===== config.mk =====
export PLATFORM = sky130hd
export DESIGN_NAME = bitmap_font_glyph_expander_core_flat
export DESIGN_NICKNAME = d
export VERILOG_FILES = /design/src/design/bfge_pkg.sv /design/src/design/bfge_byte_if.sv /design/src/design/bfge_pix_if.sv /design/src/design/bfge_cfg_if.sv /design/src/design/bfge_div.sv /design/src/design/bfge_fifo.sv /design/src/design/bfge_front.sv /design/src/design/bfge_back.sv /design/src/design/bitmap_font_glyph_expander_core.sv /design/src/flat_wrapper.sv
export VERILOG_INCLUDE_DIRS = /design/src /design/src/design
export SDC_FILE = /design/constraint.sdc
export NUM_CORES = 1
export LEC_CHECK = 0
export BUFFER_PORTS_ARGS = -buffer_cell sky130_fd_sc_hd__buf_2
export CORE_MARGIN = 3
export CORE_UTILIZATION = 60
export CTS_CLUSTER_SIZE = 16
export DETAILED_ROUTE_END_ITERATION = 7
export GPL_TIMING_DRIVEN = 1
export PLACE_DENSITY = 0.75
export RECOVER_POWER = 25
export REMOVE_ABC_BUFFERS = 1
export SETUP_SLACK_MARGIN = 0.2
export SLEW_MARGIN = 25
export SYNTH_ARGS = -nofsm -noshare
export SYNTH_HDL_FRONTEND = slang
export SYNTH_HIERARCHICAL = 1
export SYNTH_SLANG_ARGS = --single-unit

===== constraint.sdc =====
create_clock -name clk -period 9.2 [get_ports clk]
set_input_delay 0.46 -clock clk [delete_from_list [all_inputs] [get_ports clk]]
set_output_delay 0.46 -clock clk [all_outputs]
set_load 0.03 [all_outputs]

===== src/design/assert_macros.svh =====
// ----------------------------------------------------------------------------
// assert_macros.svh
// Shared concurrent assertion macros, clocked on clk, off during arst_n low
// ----------------------------------------------------------------------------
`ifndef ASSERT_MACROS_SVH
`define ASSERT_MACROS_SVH

// same-cycle implication
`define ASSERT_IMPLIES(lbl, ante, cons) \
	lbl: assert property (@(posedge clk) disable iff (!arst_n) (ante) |-> (cons)) \
		else $error("assertion failed");

// next-cycle implication
`define ASSERT_IMPLIES_NEXT(lbl, ante, cons) \
	lbl: assert property (@(posedge clk) disable iff (!arst_n) (ante) |=> (cons)) \
		else $error("assertion failed");

`endif


===== src/design/bfge_pkg.sv =====
// ----------------------------------------------------------------------------
// bfge_pkg
// Types and constants shared by the glyph expander modules
// ----------------------------------------------------------------------------
package bfge_pkg;

	localparam int MAX_GLYPHS      = 65536;
	localparam int MAX_GLYPH_BYTES = 4096;
	localparam int MAX_DIMENSION   = 256;

	// configuration register indexes
	localparam logic [1:0] REG_FG     = 2'd0;
	localparam logic [1:0] REG_BG     = 2'd1;
	localparam logic [1:0] REG_CBYTES = 2'd2;

	// header magic bytes
	localparam logic [7:0] V1_MAGIC_B0 = 8'h36;
	localparam logic [7:0] V1_MAGIC_B1 = 8'h04;
	localparam logic [7:0] V2_MAGIC_B0 = 8'h72;
	localparam logic [7:0] V2_MAGIC_B1 = 8'hB5;
	localparam logic [7:0] V2_MAGIC_B2 = 8'h4A;
	localparam logic [7:0] V2_MAGIC_B3 = 8'h86;

	// header byte positions that complete a PSF2 field
	localparam logic [5:0] POS_LENGTH   = 6'd19;
	localparam logic [5:0] POS_CHARSIZE = 6'd23;
	localparam logic [5:0] POS_HEIGHT   = 6'd27;
	localparam logic [5:0] POS_WIDTH    = 6'd31;

	typedef enum logic [3:0] {
		PH_HEADER = 4'b0001,
		PH_DATA   = 4'b0010,
		PH_DONE   = 4'b0100,
		PH_ERROR  = 4'b1000
	} phase_t;

	// one unit of work handed from front to back
	typedef struct packed {
		logic       err;
		logic [7:0] bits;
		logic [3:0] vis;
		logic       gend;
	} work_t;

	// front status toward the top
	typedef struct packed {
		logic div_busy;
		logic q_full;
	} front_stat_t;

endpackage


===== src/design/bfge_byte_if.sv =====
// ----------------------------------------------------------------------------
// bfge_byte_if
// Font byte input channel
// ----------------------------------------------------------------------------
interface bfge_byte_if;
	logic       valid;
	logic       ready;
	logic [7:0] file_byte;
	logic       new_file;

	modport source (output valid, file_byte, new_file, input ready);
	modport sink (input valid, file_byte, new_file, output ready);
endinterface


===== src/design/bfge_pix_if.sv =====
// ----------------------------------------------------------------------------
// bfge_pix_if
// Pixel result channel
// ----------------------------------------------------------------------------
interface bfge_pix_if;
	logic        valid;
	logic        ready;
	logic [31:0] pixel_color;
	logic        last_of_byte;
	logic        last_of_glyph;
	logic        format_error;

	modport source (output valid, pixel_color, last_of_byte, last_of_glyph, format_error,
		input ready);
	modport sink (input valid, pixel_color, last_of_byte, last_of_glyph, format_error,
		output ready);
endinterface


===== src/design/bfge_cfg_if.sv =====
// ----------------------------------------------------------------------------
// bfge_cfg_if
// Configuration register write channel
// ----------------------------------------------------------------------------
interface bfge_cfg_if;
	logic        valid;
	logic        ready;
	logic [1:0]  index;
	logic [31:0] data;

	modport source (output valid, index, data, input ready);
	modport sink (input valid, index, data, output ready);
endinterface


===== src/design/bfge_div.sv =====
// ----------------------------------------------------------------------------
// bfge_div
// Restoring divider, one quotient bit per cycle, for bytes per glyph row
// ----------------------------------------------------------------------------
module bfge_div (
	input  logic        clk,
	input  logic        arst_n,
	input  logic        start,
	input  logic [12:0] dividend,
	input  logic [8:0]  divisor,
	output logic        busy,
	output logic [12:0] quotient
);
	logic [12:0] dq_q;
	logic [9:0]  rem_q;
	logic [8:0]  dvs_q;
	logic [3:0]  cnt_q;
	logic        busy_q;
	logic [9:0]  trial;
	logic [10:0] diff;

	// one restoring step
	always_comb begin
		trial = {rem_q[8:0], dq_q[12]};
		diff  = {1'b0, trial} - {2'b00, dvs_q};
	end

	always_ff @(posedge clk or negedge arst_n) begin
		if (!arst_n) begin
			busy_q <= 1'b0;
			cnt_q  <= '0;
		end else if (start) begin
			busy_q <= 1'b1;
			cnt_q  <= 4'd12;
		end else if (busy_q) begin
			cnt_q <= cnt_q - 4'd1;
			if (cnt_q == 4'd0) busy_q <= 1'b0;
		end
	end

	always_ff @(posedge clk) begin
		if (start) begin
			dq_q  <= dividend;
			rem_q <= '0;
			dvs_q <= divisor;
		end else if (busy_q) begin
			if (!diff[10]) begin
				rem_q <= diff[9:0];
				dq_q  <= {dq_q[11:0], 1'b1};
			end else begin
				rem_q <= trial;
				dq_q  <= {dq_q[11:0], 1'b0};
			end
		end
	end

	assign busy     = busy_q;
	assign quotient = dq_q;
endmodule


===== src/design/bfge_fifo.sv =====
// ----------------------------------------------------------------------------
// bfge_fifo
// Two-entry work queue between header parser and pixel expander
// ----------------------------------------------------------------------------
module bfge_fifo (
	input  logic            clk,
	input  logic            arst_n,
	input  logic            push,
	input  bfge_pkg::work_t wdata,
	output logic            full,
	input  logic            pop,
	output logic            not_empty,
	output bfge_pkg::work_t rdata
);
	import bfge_pkg::*;

	work_t      mem_q [2];
	logic       wp_q;
	logic       rp_q;
	logic [1:0] cnt_q;

	// pointers and fill level
	always_ff @(posedge clk or negedge arst_n) begin
		if (!arst_n) begin
			wp_q  <= 1'b0;
			rp_q  <= 1'b0;
			cnt_q <= '0;
		end else begin
			if (push) wp_q <= ~wp_q;
			if (pop) rp_q <= ~rp_q;
			cnt_q <= cnt_q + {1'b0, push} - {1'b0, pop};
		end
	end

	always_ff @(posedge clk) begin
		if (push) mem_q[wp_q] <= wdata;
	end

	assign full      = cnt_q[1];
	assign not_empty = cnt_q != 2'd0;
	assign rdata     = mem_q[rp_q];
endmodule


===== src/design/bfge_front.sv =====
// ----------------------------------------------------------------------------
// bfge_front
// Accepts font bytes, parses PSF1/PSF2 headers, tracks glyph position and
// queues one work entry per byte that yields results
// ----------------------------------------------------------------------------
module bfge_front (
	input  logic                    clk,
	input  logic                    arst_n,
	bfge_byte_if.sink               src_ch,
	input  logic                    q_full,
	output logic                    push,
	output bfge_pkg::work_t         wdata,
	output bfge_pkg::front_stat_t   stat
);
	import bfge_pkg::*;

	phase_t      phase_q, e_phase, n_phase;
	logic [5:0]  pos_q, e_pos, n_pos;
	logic        v2_q, e_v2, n_v2;
	logic [31:0] hw_q, e_hw, n_hw;
	logic [16:0] gtot_q, e_gtot, n_gtot;
	logic [12:0] gbt_q, e_gbt, n_gbt;
	logic [8:0]  gh_q, e_gh, n_gh;
	logic [8:0]  gw_q, e_gw, n_gw;
	logic [12:0] rbt_q, e_rbt, n_rbt;
	logic [16:0] gcnt_q, e_gcnt, n_gcnt;
	logic [12:0] big_q, e_big, n_big;
	logic [12:0] bir_q, e_bir, n_bir;

	logic        accept;
	logic        err;
	logic        hdr_ok;
	logic        div_start;
	logic        div_busy;
	logic [12:0] div_quot;
	logic [7:0]  b;
	logic [15:0] col0;
	logic [16:0] room;
	logic [3:0]  vis;
	logic        gend;

	assign b      = src_ch.file_byte;
	assign accept = src_ch.valid && src_ch.ready;
	assign src_ch.ready = !div_busy && !q_full;

	bfge_div u_div (
		.clk      (clk),
		.arst_n   (arst_n),
		.start    (div_start),
		.dividend (e_gbt),
		.divisor  (n_hw[8:0]),
		.busy     (div_busy),
		.quotient (div_quot)
	);

	// state seen by this byte: new_file restarts parsing
	always_comb begin
		if (src_ch.new_file) begin
			e_phase = PH_HEADER; e_pos = '0; e_v2 = 1'b0; e_hw = '0;
			e_gtot = '0; e_gbt = '0; e_gh = '0; e_gw = '0; e_rbt = '0;
			e_gcnt = '0; e_big = '0; e_bir = '0;
		end else begin
			e_phase = phase_q; e_pos = pos_q; e_v2 = v2_q; e_hw = hw_q;
			e_gtot = gtot_q; e_gbt = gbt_q; e_gh = gh_q; e_gw = gw_q; e_rbt = rbt_q;
			e_gcnt = gcnt_q; e_big = big_q; e_bir = bir_q;
		end
	end

	// visible pixels of a data byte and end of glyph
	always_comb begin
		col0 = {e_bir, 3'b000};
		room = {8'd0, e_gw} - {1'b0, col0};
		if ({7'd0, e_gw} <= col0) vis = 4'd0;
		else if (room >= 17'd8) vis = 4'd8;
		else vis = room[3:0];
		gend = ({1'b0, e_big} + 14'd1) >= {1'b0, e_gbt};
	end

	// header parse and glyph counters
	always_comb begin
		n_phase = e_phase; n_pos = e_pos; n_v2 = e_v2; n_hw = e_hw;
		n_gtot = e_gtot; n_gbt = e_gbt; n_gh = e_gh; n_gw = e_gw; n_rbt = e_rbt;
		n_gcnt = e_gcnt; n_big = e_big; n_bir = e_bir;
		err = 1'b0;
		hdr_ok = 1'b0;
		div_start = 1'b0;
		case (e_phase)
			PH_HEADER: begin
				n_pos = e_pos + 6'd1;
				n_hw  = {b, e_hw[31:8]};
				if (e_pos == 6'd0) begin
					if (b == V1_MAGIC_B0) n_v2 = 1'b0;
					else if (b == V2_MAGIC_B0) n_v2 = 1'b1;
					else err = 1'b1;
				end else if (e_pos == 6'd1) begin
					err = e_v2 ? (b != V2_MAGIC_B1) : (b != V1_MAGIC_B1);
				end else if (!e_v2) begin
					if (e_pos == 6'd2) begin
						n_gtot = b[0] ? 17'd512 : 17'd256;
					end else begin
						n_gh = {1'b0, b}; n_gbt = {5'd0, b}; n_gw = 9'd8; n_rbt = 13'd1;
						if (b == 8'd0 || 32'(b) > 32'(MAX_DIMENSION) ||
							32'(b) > 32'(MAX_GLYPH_BYTES) || 32'(e_gtot) > 32'(MAX_GLYPHS))
							err = 1'b1;
						else hdr_ok = 1'b1;
					end
				end else if (e_pos == 6'd2) begin
					err = b != V2_MAGIC_B2;
				end else if (e_pos == 6'd3) begin
					err = b != V2_MAGIC_B3;
				end else if (e_pos == POS_LENGTH) begin
					if (n_hw > 32'(MAX_GLYPHS)) err = 1'b1;
					else n_gtot = n_hw[16:0];
				end else if (e_pos == POS_CHARSIZE) begin
					if (n_hw > 32'(MAX_GLYPH_BYTES)) err = 1'b1;
					else n_gbt = n_hw[12:0];
				end else if (e_pos == POS_HEIGHT) begin
					if (n_hw == 32'd0 || n_hw > 32'(MAX_DIMENSION)) err = 1'b1;
					else begin
						n_gh = n_hw[8:0];
						div_start = accept;
					end
				end else if (e_pos == POS_WIDTH) begin
					if (n_hw > 32'(MAX_DIMENSION)) err = 1'b1;
					else begin
						n_gw  = n_hw[8:0];
						n_rbt = div_quot;
						if (div_quot == 13'd0) err = 1'b1;
						else hdr_ok = 1'b1;
					end
				end
				if (err) n_phase = PH_ERROR;
				else if (hdr_ok) n_phase = (n_gtot == 17'd0) ? PH_DONE : PH_DATA;
			end
			PH_DATA: begin
				n_big = e_big + 13'd1;
				n_bir = ((e_bir + 13'd1) >= e_rbt) ? 13'd0 : e_bir + 13'd1;
				if (gend) begin
					n_big  = '0;
					n_bir  = '0;
					n_gcnt = e_gcnt + 17'd1;
					if (n_gcnt >= e_gtot) n_phase = PH_DONE;
				end
			end
			default: ;
		endcase
	end

	always_ff @(posedge clk or negedge arst_n) begin
		if (!arst_n) begin
			phase_q <= PH_HEADER; pos_q <= '0; v2_q <= 1'b0; hw_q <= '0;
			gtot_q <= '0; gbt_q <= '0; gh_q <= '0; gw_q <= '0; rbt_q <= '0;
			gcnt_q <= '0; big_q <= '0; bir_q <= '0;
		end else if (accept) begin
			phase_q <= n_phase; pos_q <= n_pos; v2_q <= n_v2; hw_q <= n_hw;
			gtot_q <= n_gtot; gbt_q <= n_gbt; gh_q <= n_gh; gw_q <= n_gw; rbt_q <= n_rbt;
			gcnt_q <= n_gcnt; big_q <= n_big; bir_q <= n_bir;
		end
	end

	// queue an error or a byte with visible pixels
	assign push = accept && ((e_phase == PH_HEADER && err) ||
		(e_phase == PH_DATA && vis != 4'd0));
	assign wdata.err  = (e_phase == PH_HEADER);
	assign wdata.bits = b;
	assign wdata.vis  = vis;
	assign wdata.gend = gend;

	assign stat.div_busy = div_busy;
	assign stat.q_full   = q_full;
endmodule


===== src/design/bfge_back.sv =====
// ----------------------------------------------------------------------------
// bfge_back
// Expands queued work into one pixel per cycle, while the pixel output is ready, behind an output register
// ----------------------------------------------------------------------------
module bfge_back (
	input  logic            clk,
	input  logic            arst_n,
	input  logic            q_not_empty,
	input  bfge_pkg::work_t q_data,
	output logic            pop,
	input  logic [31:0]     fg_color,
	input  logic [31:0]     bg_color,
	input  logic [2:0]      color_bytes,
	bfge_pix_if.source      pix_ch
);
	import bfge_pkg::*;

	logic        busy_q;
	work_t       ent_q;
	logic [3:0]  idx_q;
	logic        ov_q;
	logic [31:0] pix_q;
	logic        lob_q, log_q, err_q;
	logic        advance;
	logic        last;
	logic [31:0] mask;

	// color mask from byte count, 0 acts as 1 and above 4 as 4
	always_comb begin
		case (color_bytes)
			3'd0, 3'd1: mask = 32'h0000_00FF;
			3'd2:       mask = 32'h0000_FFFF;
			3'd3:       mask = 32'h00FF_FFFF;
			default:    mask = 32'hFFFF_FFFF;
		endcase
	end

	assign advance = busy_q && (!ov_q || pix_ch.ready);
	assign last    = ent_q.err || (idx_q + 4'd1 == ent_q.vis);
	assign pop     = q_not_empty && (!busy_q || (advance && last));

	// current work entry
	always_ff @(posedge clk or negedge arst_n) begin
		if (!arst_n) begin
			busy_q <= 1'b0;
		end else if (pop) begin
			busy_q <= 1'b1;
		end else if (advance && last) begin
			busy_q <= 1'b0;
		end
	end

	always_ff @(posedge clk) begin
		if (pop) begin
			ent_q <= q_data;
			idx_q <= '0;
		end else if (advance) begin
			ent_q.bits <= {ent_q.bits[6:0], 1'b0};
			idx_q      <= idx_q + 4'd1;
		end
	end

	// output register
	always_ff @(posedge clk or negedge arst_n) begin
		if (!arst_n) begin
			ov_q <= 1'b0;
		end else if (advance) begin
			ov_q <= 1'b1;
		end else if (pix_ch.ready) begin
			ov_q <= 1'b0;
		end
	end

	always_ff @(posedge clk) begin
		if (advance) begin
			pix_q <= ent_q.err ? 32'd0 : ((ent_q.bits[7] ? fg_color : bg_color) & mask);
			lob_q <= last;
			log_q <= !ent_q.err && last && ent_q.gend;
			err_q <= ent_q.err;
		end
	end

	assign pix_ch.valid         = ov_q;
	assign pix_ch.pixel_color   = pix_q;
	assign pix_ch.last_of_byte  = lob_q;
	assign pix_ch.last_of_glyph = log_q;
	assign pix_ch.format_error  = err_q;
endmodule


===== src/design/bitmap_font_glyph_expander_core.sv =====
// ----------------------------------------------------------------------------
// bitmap_font_glyph_expander_core
// PSF1/PSF2 font byte stream to colored pixel stream
// ----------------------------------------------------------------------------
// A PSF2 header stalls the byte input after its height field while the row
// divider runs. Each bitmap byte becomes up to eight pixels at one pixel per
// cycle while the pixel output port is ready, so that port sets the sustained
// byte rate; bytes with no visible pixel are not queued. A two-entry queue
// sits between the header parser and the pixel expander. Write configuration
// only while idle.
module bitmap_font_glyph_expander_core (
	input  logic      clk,
	input  logic      arst_n,
	bfge_byte_if.sink src_ch,
	bfge_pix_if.source pix_ch,
	bfge_cfg_if.sink  cfg_ch
);
	import bfge_pkg::*;
	`include "assert_macros.svh"

	logic [31:0] fg_q;
	logic [31:0] bg_q;
	logic [2:0]  cb_q;
	logic        push;
	logic        pop;
	logic        q_full;
	logic        q_ne;
	work_t       wdata;
	work_t       rdata;
	front_stat_t stat;

	// configuration registers
	assign cfg_ch.ready = 1'b1;
	always_ff @(posedge clk or negedge arst_n) begin
		if (!arst_n) begin
			fg_q <= 32'hFFFF_FFFF;
			bg_q <= '0;
			cb_q <= 3'd4;
		end else if (cfg_ch.valid) begin
			case (cfg_ch.index)
				REG_FG:     fg_q <= cfg_ch.data;
				REG_BG:     bg_q <= cfg_ch.data;
				REG_CBYTES: cb_q <= cfg_ch.data[2:0];
				default: ;
			endcase
		end
	end

	bfge_front u_front (
		.clk    (clk),
		.arst_n (arst_n),
		.src_ch (src_ch),
		.q_full (q_full),
		.push   (push),
		.wdata  (wdata),
		.stat   (stat)
	);

	bfge_fifo u_fifo (
		.clk       (clk),
		.arst_n    (arst_n),
		.push      (push),
		.wdata     (wdata),
		.full      (q_full),
		.pop       (pop),
		.not_empty (q_ne),
		.rdata     (rdata)
	);

	bfge_back u_back (
		.clk         (clk),
		.arst_n      (arst_n),
		.q_not_empty (q_ne),
		.q_data      (rdata),
		.pop         (pop),
		.fg_color    (fg_q),
		.bg_color    (bg_q),
		.color_bytes (cb_q),
		.pix_ch      (pix_ch)
	);

	// error results carry no pixel and close their byte
	`ASSERT_IMPLIES(a_err_shape, pix_ch.valid && pix_ch.format_error, pix_ch.last_of_byte && !pix_ch.last_of_glyph && pix_ch.pixel_color == 32'd0)
	// a glyph ends only on the last pixel of a byte
	`ASSERT_IMPLIES(a_glyph_end, pix_ch.valid && pix_ch.last_of_glyph, pix_ch.last_of_byte)
	// no byte taken while the row divider runs or the queue is full
	`ASSERT_IMPLIES(a_in_stall, stat.div_busy || stat.q_full, !src_ch.ready)
endmodule

===== src/flat_wrapper.sv =====
// flat-port wrapper written by rule: the top's interface ports become plain ports
module bitmap_font_glyph_expander_core_flat import bfge_pkg::*;
  (clk, arst_n, src_ch_valid, src_ch_file_byte, src_ch_new_file, src_ch_ready, pix_ch_valid, pix_ch_pixel_color, pix_ch_last_of_byte, pix_ch_last_of_glyph, pix_ch_format_error, pix_ch_ready, cfg_ch_valid, cfg_ch_index, cfg_ch_data, cfg_ch_ready);
  bfge_byte_if src_ch_i ();
  bfge_pix_if pix_ch_i ();
  bfge_cfg_if cfg_ch_i ();
  input  logic clk;
  input  logic arst_n;
  input wire logic [$bits(src_ch_i.valid)-1:0] src_ch_valid;
  input wire logic [$bits(src_ch_i.file_byte)-1:0] src_ch_file_byte;
  input wire logic [$bits(src_ch_i.new_file)-1:0] src_ch_new_file;
  output wire logic [$bits(src_ch_i.ready)-1:0] src_ch_ready;
  output wire logic [$bits(pix_ch_i.valid)-1:0] pix_ch_valid;
  output wire logic [$bits(pix_ch_i.pixel_color)-1:0] pix_ch_pixel_color;
  output wire logic [$bits(pix_ch_i.last_of_byte)-1:0] pix_ch_last_of_byte;
  output wire logic [$bits(pix_ch_i.last_of_glyph)-1:0] pix_ch_last_of_glyph;
  output wire logic [$bits(pix_ch_i.format_error)-1:0] pix_ch_format_error;
  input wire logic [$bits(pix_ch_i.ready)-1:0] pix_ch_ready;
  input wire logic [$bits(cfg_ch_i.valid)-1:0] cfg_ch_valid;
  input wire logic [$bits(cfg_ch_i.index)-1:0] cfg_ch_index;
  input wire logic [$bits(cfg_ch_i.data)-1:0] cfg_ch_data;
  output wire logic [$bits(cfg_ch_i.ready)-1:0] cfg_ch_ready;
  assign src_ch_i.valid = src_ch_valid;
  assign src_ch_i.file_byte = src_ch_file_byte;
  assign src_ch_i.new_file = src_ch_new_file;
  assign src_ch_ready = src_ch_i.ready;
  assign pix_ch_valid = pix_ch_i.valid;
  assign pix_ch_pixel_color = pix_ch_i.pixel_color;
  assign pix_ch_last_of_byte = pix_ch_i.last_of_byte;
  assign pix_ch_last_of_glyph = pix_ch_i.last_of_glyph;
  assign pix_ch_format_error = pix_ch_i.format_error;
  assign pix_ch_i.ready = pix_ch_ready;
  assign cfg_ch_i.valid = cfg_ch_valid;
  assign cfg_ch_i.index = cfg_ch_index;
  assign cfg_ch_i.data = cfg_ch_data;
  assign cfg_ch_ready = cfg_ch_i.ready;
  bitmap_font_glyph_expander_core u_core (.clk(clk), .arst_n(arst_n), .src_ch(src_ch_i), .pix_ch(pix_ch_i), .cfg_ch(cfg_ch_i));
endmodule

==> results.json <==
{
  "period_minus_slack_ns": 4.39,
  "dpl.hpwl_microns": 31700,
  "slew_violations": 82,
  "cp_common_cell": "a21o_1",
  "die_y_microns": 180,
  "status": "finished with violations",
  "nets": 1914,
  "final_cells": 2207,
  "gp_congestion": 0.985,
  "cp_max_fo": 47,
  "arrival_ns": 4.83,
  "ctsHoldBuffers": 0,
  "path_clk_slew_ns": 0.07,
  "final_layout_size_suffix_gt1_share_pct": 17.6,
  "antenna_found_initial": 1,
  "die_x_microns": 180,
  "fin_ws_ns": 4.81,
  "clkLatencyLatePin_ns": 0.52,
  "cts_tree": "yes",
  "coreArea_sq_mm": 0.0292,
  "syn_inst": 1751,
  "layout_common_cells": "nand2_1, dfrtp_1, nor2_1",
  "violations": "capacitance limit, slew limit",
  "ys_warn_count": 6,
  "place_ws_ns": 4.33,
  "crit_type": "primary input to flop",
  "design_power_total_uw": 4850,
  "tightestPinTransition_ns": 2.86,
  "setup_viol": 0,
  "worst-endpoint-required_ns": 9.64,
  "first_global_vias": 13896,
  "synth.cell_area_sq_mm": 0.0181,
  "floorplan.rows": 62,
  "crit_buf_inv": 4,
  "io_buffers": 84,
  "fin_crit_sh_pct": 47.8,
  "crit_path_end_kind": "flop",
  "avgSynthCellArea_sq_um": 10.3,
  "grt_first_pass_wirelength_microns": 75100,
  "die_area_sq_mm": 0.0322,
  "syn2layout_area_growth_pct": 9.70,
  "place_inst": 2138,
  "cts.sinks": 328,
  "cp_cell_sequence": "buf_4 -> inv_2 -> buf_4 -> nand2_1 -> inv_1 -> ha_1 -> and3_1 -> nand3_1 -> xor2_1 -> nor2_1 -> ha_1 -> a21o_1 -> a21o_1 -> a21o_1 -> a2111oi_0 -> o21ai_0 -> nor3_2 -> a21oi_1 -> a31oi_1",
  "rsz0062_at_grt": "false",
  "wl_per_cell_microns": 21.0,
  "ir_drop_mv": 0.192,
  "cts_buffers": 36,
  "drt_iter0_markers": 1344,
  "cts-root-buf": "clkbuf_16",
  "overflow": 0,
  "start_util_pct": 61.9,
  "slew-limit-headroom_pct": -90.5,
  "avgViaCountPerCell": 6.31,
  "hold_violations": 0,
  "fin_setup_tns_ns": 0,
  "grt_max_degree": 143,
  "cts_resized": 0,
  "cts_buffer_depth": 3,
  "critical_path.top_delay_family": "compound AO/OA/AOI/OAI gates",
  "p_leak_uw": 0.00834,
  "maxCapViolCount": 2,
  "p_per_area_mw_per_mm2": 245,
  "post-cts-setup-buffer-count": 0,
  "final_common_cell": "nand2_1",
  "n_antenna_cell": 0,
  "antenna_left": 0,
  "h-tree-depth": 2,
  "fmax_mhz": 228,
  "fill_cells": 2273,
  "crit_path_max_incr_delay_ns": 0.58,
  "slowest_stage": "nor3_2",
  "hold_path_class": "primary input to flop",
  "startpoint_type": "primary input",
  "first_pass_iters": 5,
  "wirelength_microns": 46400,
  "drc_errors": 0,
  "vias": 13934,
  "grt_use_total_pct": 28.2,
  "num_io_pins": 86,
  "clock_skew_ns": 0.0145
}
## routing by layer
metal  track usage [%]  share of wire (%)  routed length (microns)
met4              8.97                3.3                     1530
met1              38.1                 43                    19800
met3              5.15                6.7                     3140
met2              46.5                 47                    22000
met5                 0                  0                        0
## power breakdown
group          leakage (uW)  switching, uW  internal, uW  total, uW
Sequential          0.00374            257          1840       2100
Clock              0.000585            582           856       1440
Combinational       0.00401            810           496       1310
## stage by stage
step	hold WS, ns	area, sq um	util [%]
after global placement	0.455	18600	63.8
after detailed placement	0.467	18600	63.8
after CTS	0.137	19800	67.9
final	0.189	19800	67.9
after global routing	0.176	19800	67.9
after floorplan	0.164	17500	-
## worst reg2reg max path: stages, from the launching register on
cell and delay [ns]:
dfrtp_1 0.46, nor2b_1 0.23, ha_1 0.21, and3_1 0.21, nand3_1 0.16, or3_1 0.38, a21oi_1 0.20, ha_1 0.16
nand4_1 0.09, o311a_1 0.40, o221ai_1 0.25, buf_4 0.22, and2_1 0.63, o31ai_1 0.26, a32o_1 0.32
## state kept, by name (all words and copies together), names as in the netlist, 13 cells and up
name and count:
u_core/u_front/big_q 13, u_core/u_back/pix_ch.pixel_color 32, u_core/u_front/hw_q 32, u_core/u_front/rbt_q 13, u_core/fg_q 32, u_core/u_front/gcnt_q 17
u_core/bg_q 32, u_core/u_front/u_div/quotient 13, u_core/u_front/gtot_q 17, u_core/u_back/ent_q 14, u_core/u_front/gbt_q 13, u_core/u_fifo/mem_q 28
u_core/u_front/bir_q 13
## area by class of cell
type / instances / area, sq um / share of cell area [%]
clock buffer: 47 / 1000 / 5.06
clock inverter: 19 / 179 / 0.903
inverter: 66 / 248 / 1.25
multi-input combinational: 1255 / 8600 / 43.4
sequential: 328 / 8680 / 43.8
tap: 384 / 480 / 2.42
timing repair buffer: 108 / 622 / 3.14
## path summary, 6_finish.rpt
path,startpoint,end,slack [ns],depth (start not counted)
min reg2reg,u_core/u_front/hw_q[4],u_core/u_front/hw_q[4],0.48,2
min,cfg_ch_data[31],u_core/fg_q[31],0.19,2
max reg2reg,u_core/u_front/big_q[0],u_core/u_front/phase_q[1],4.89,14
max in group asynchronous,arst_n,u_core/u_front/phase_q[0],5.59,5
min in group asynchronous,arst_n,u_core/bg_q[7],1.40,2
max,src_ch_new_file,u_core/u_front/bir_q[7],4.81,19
Note: power is estimated with default switching activity, not from simulation.
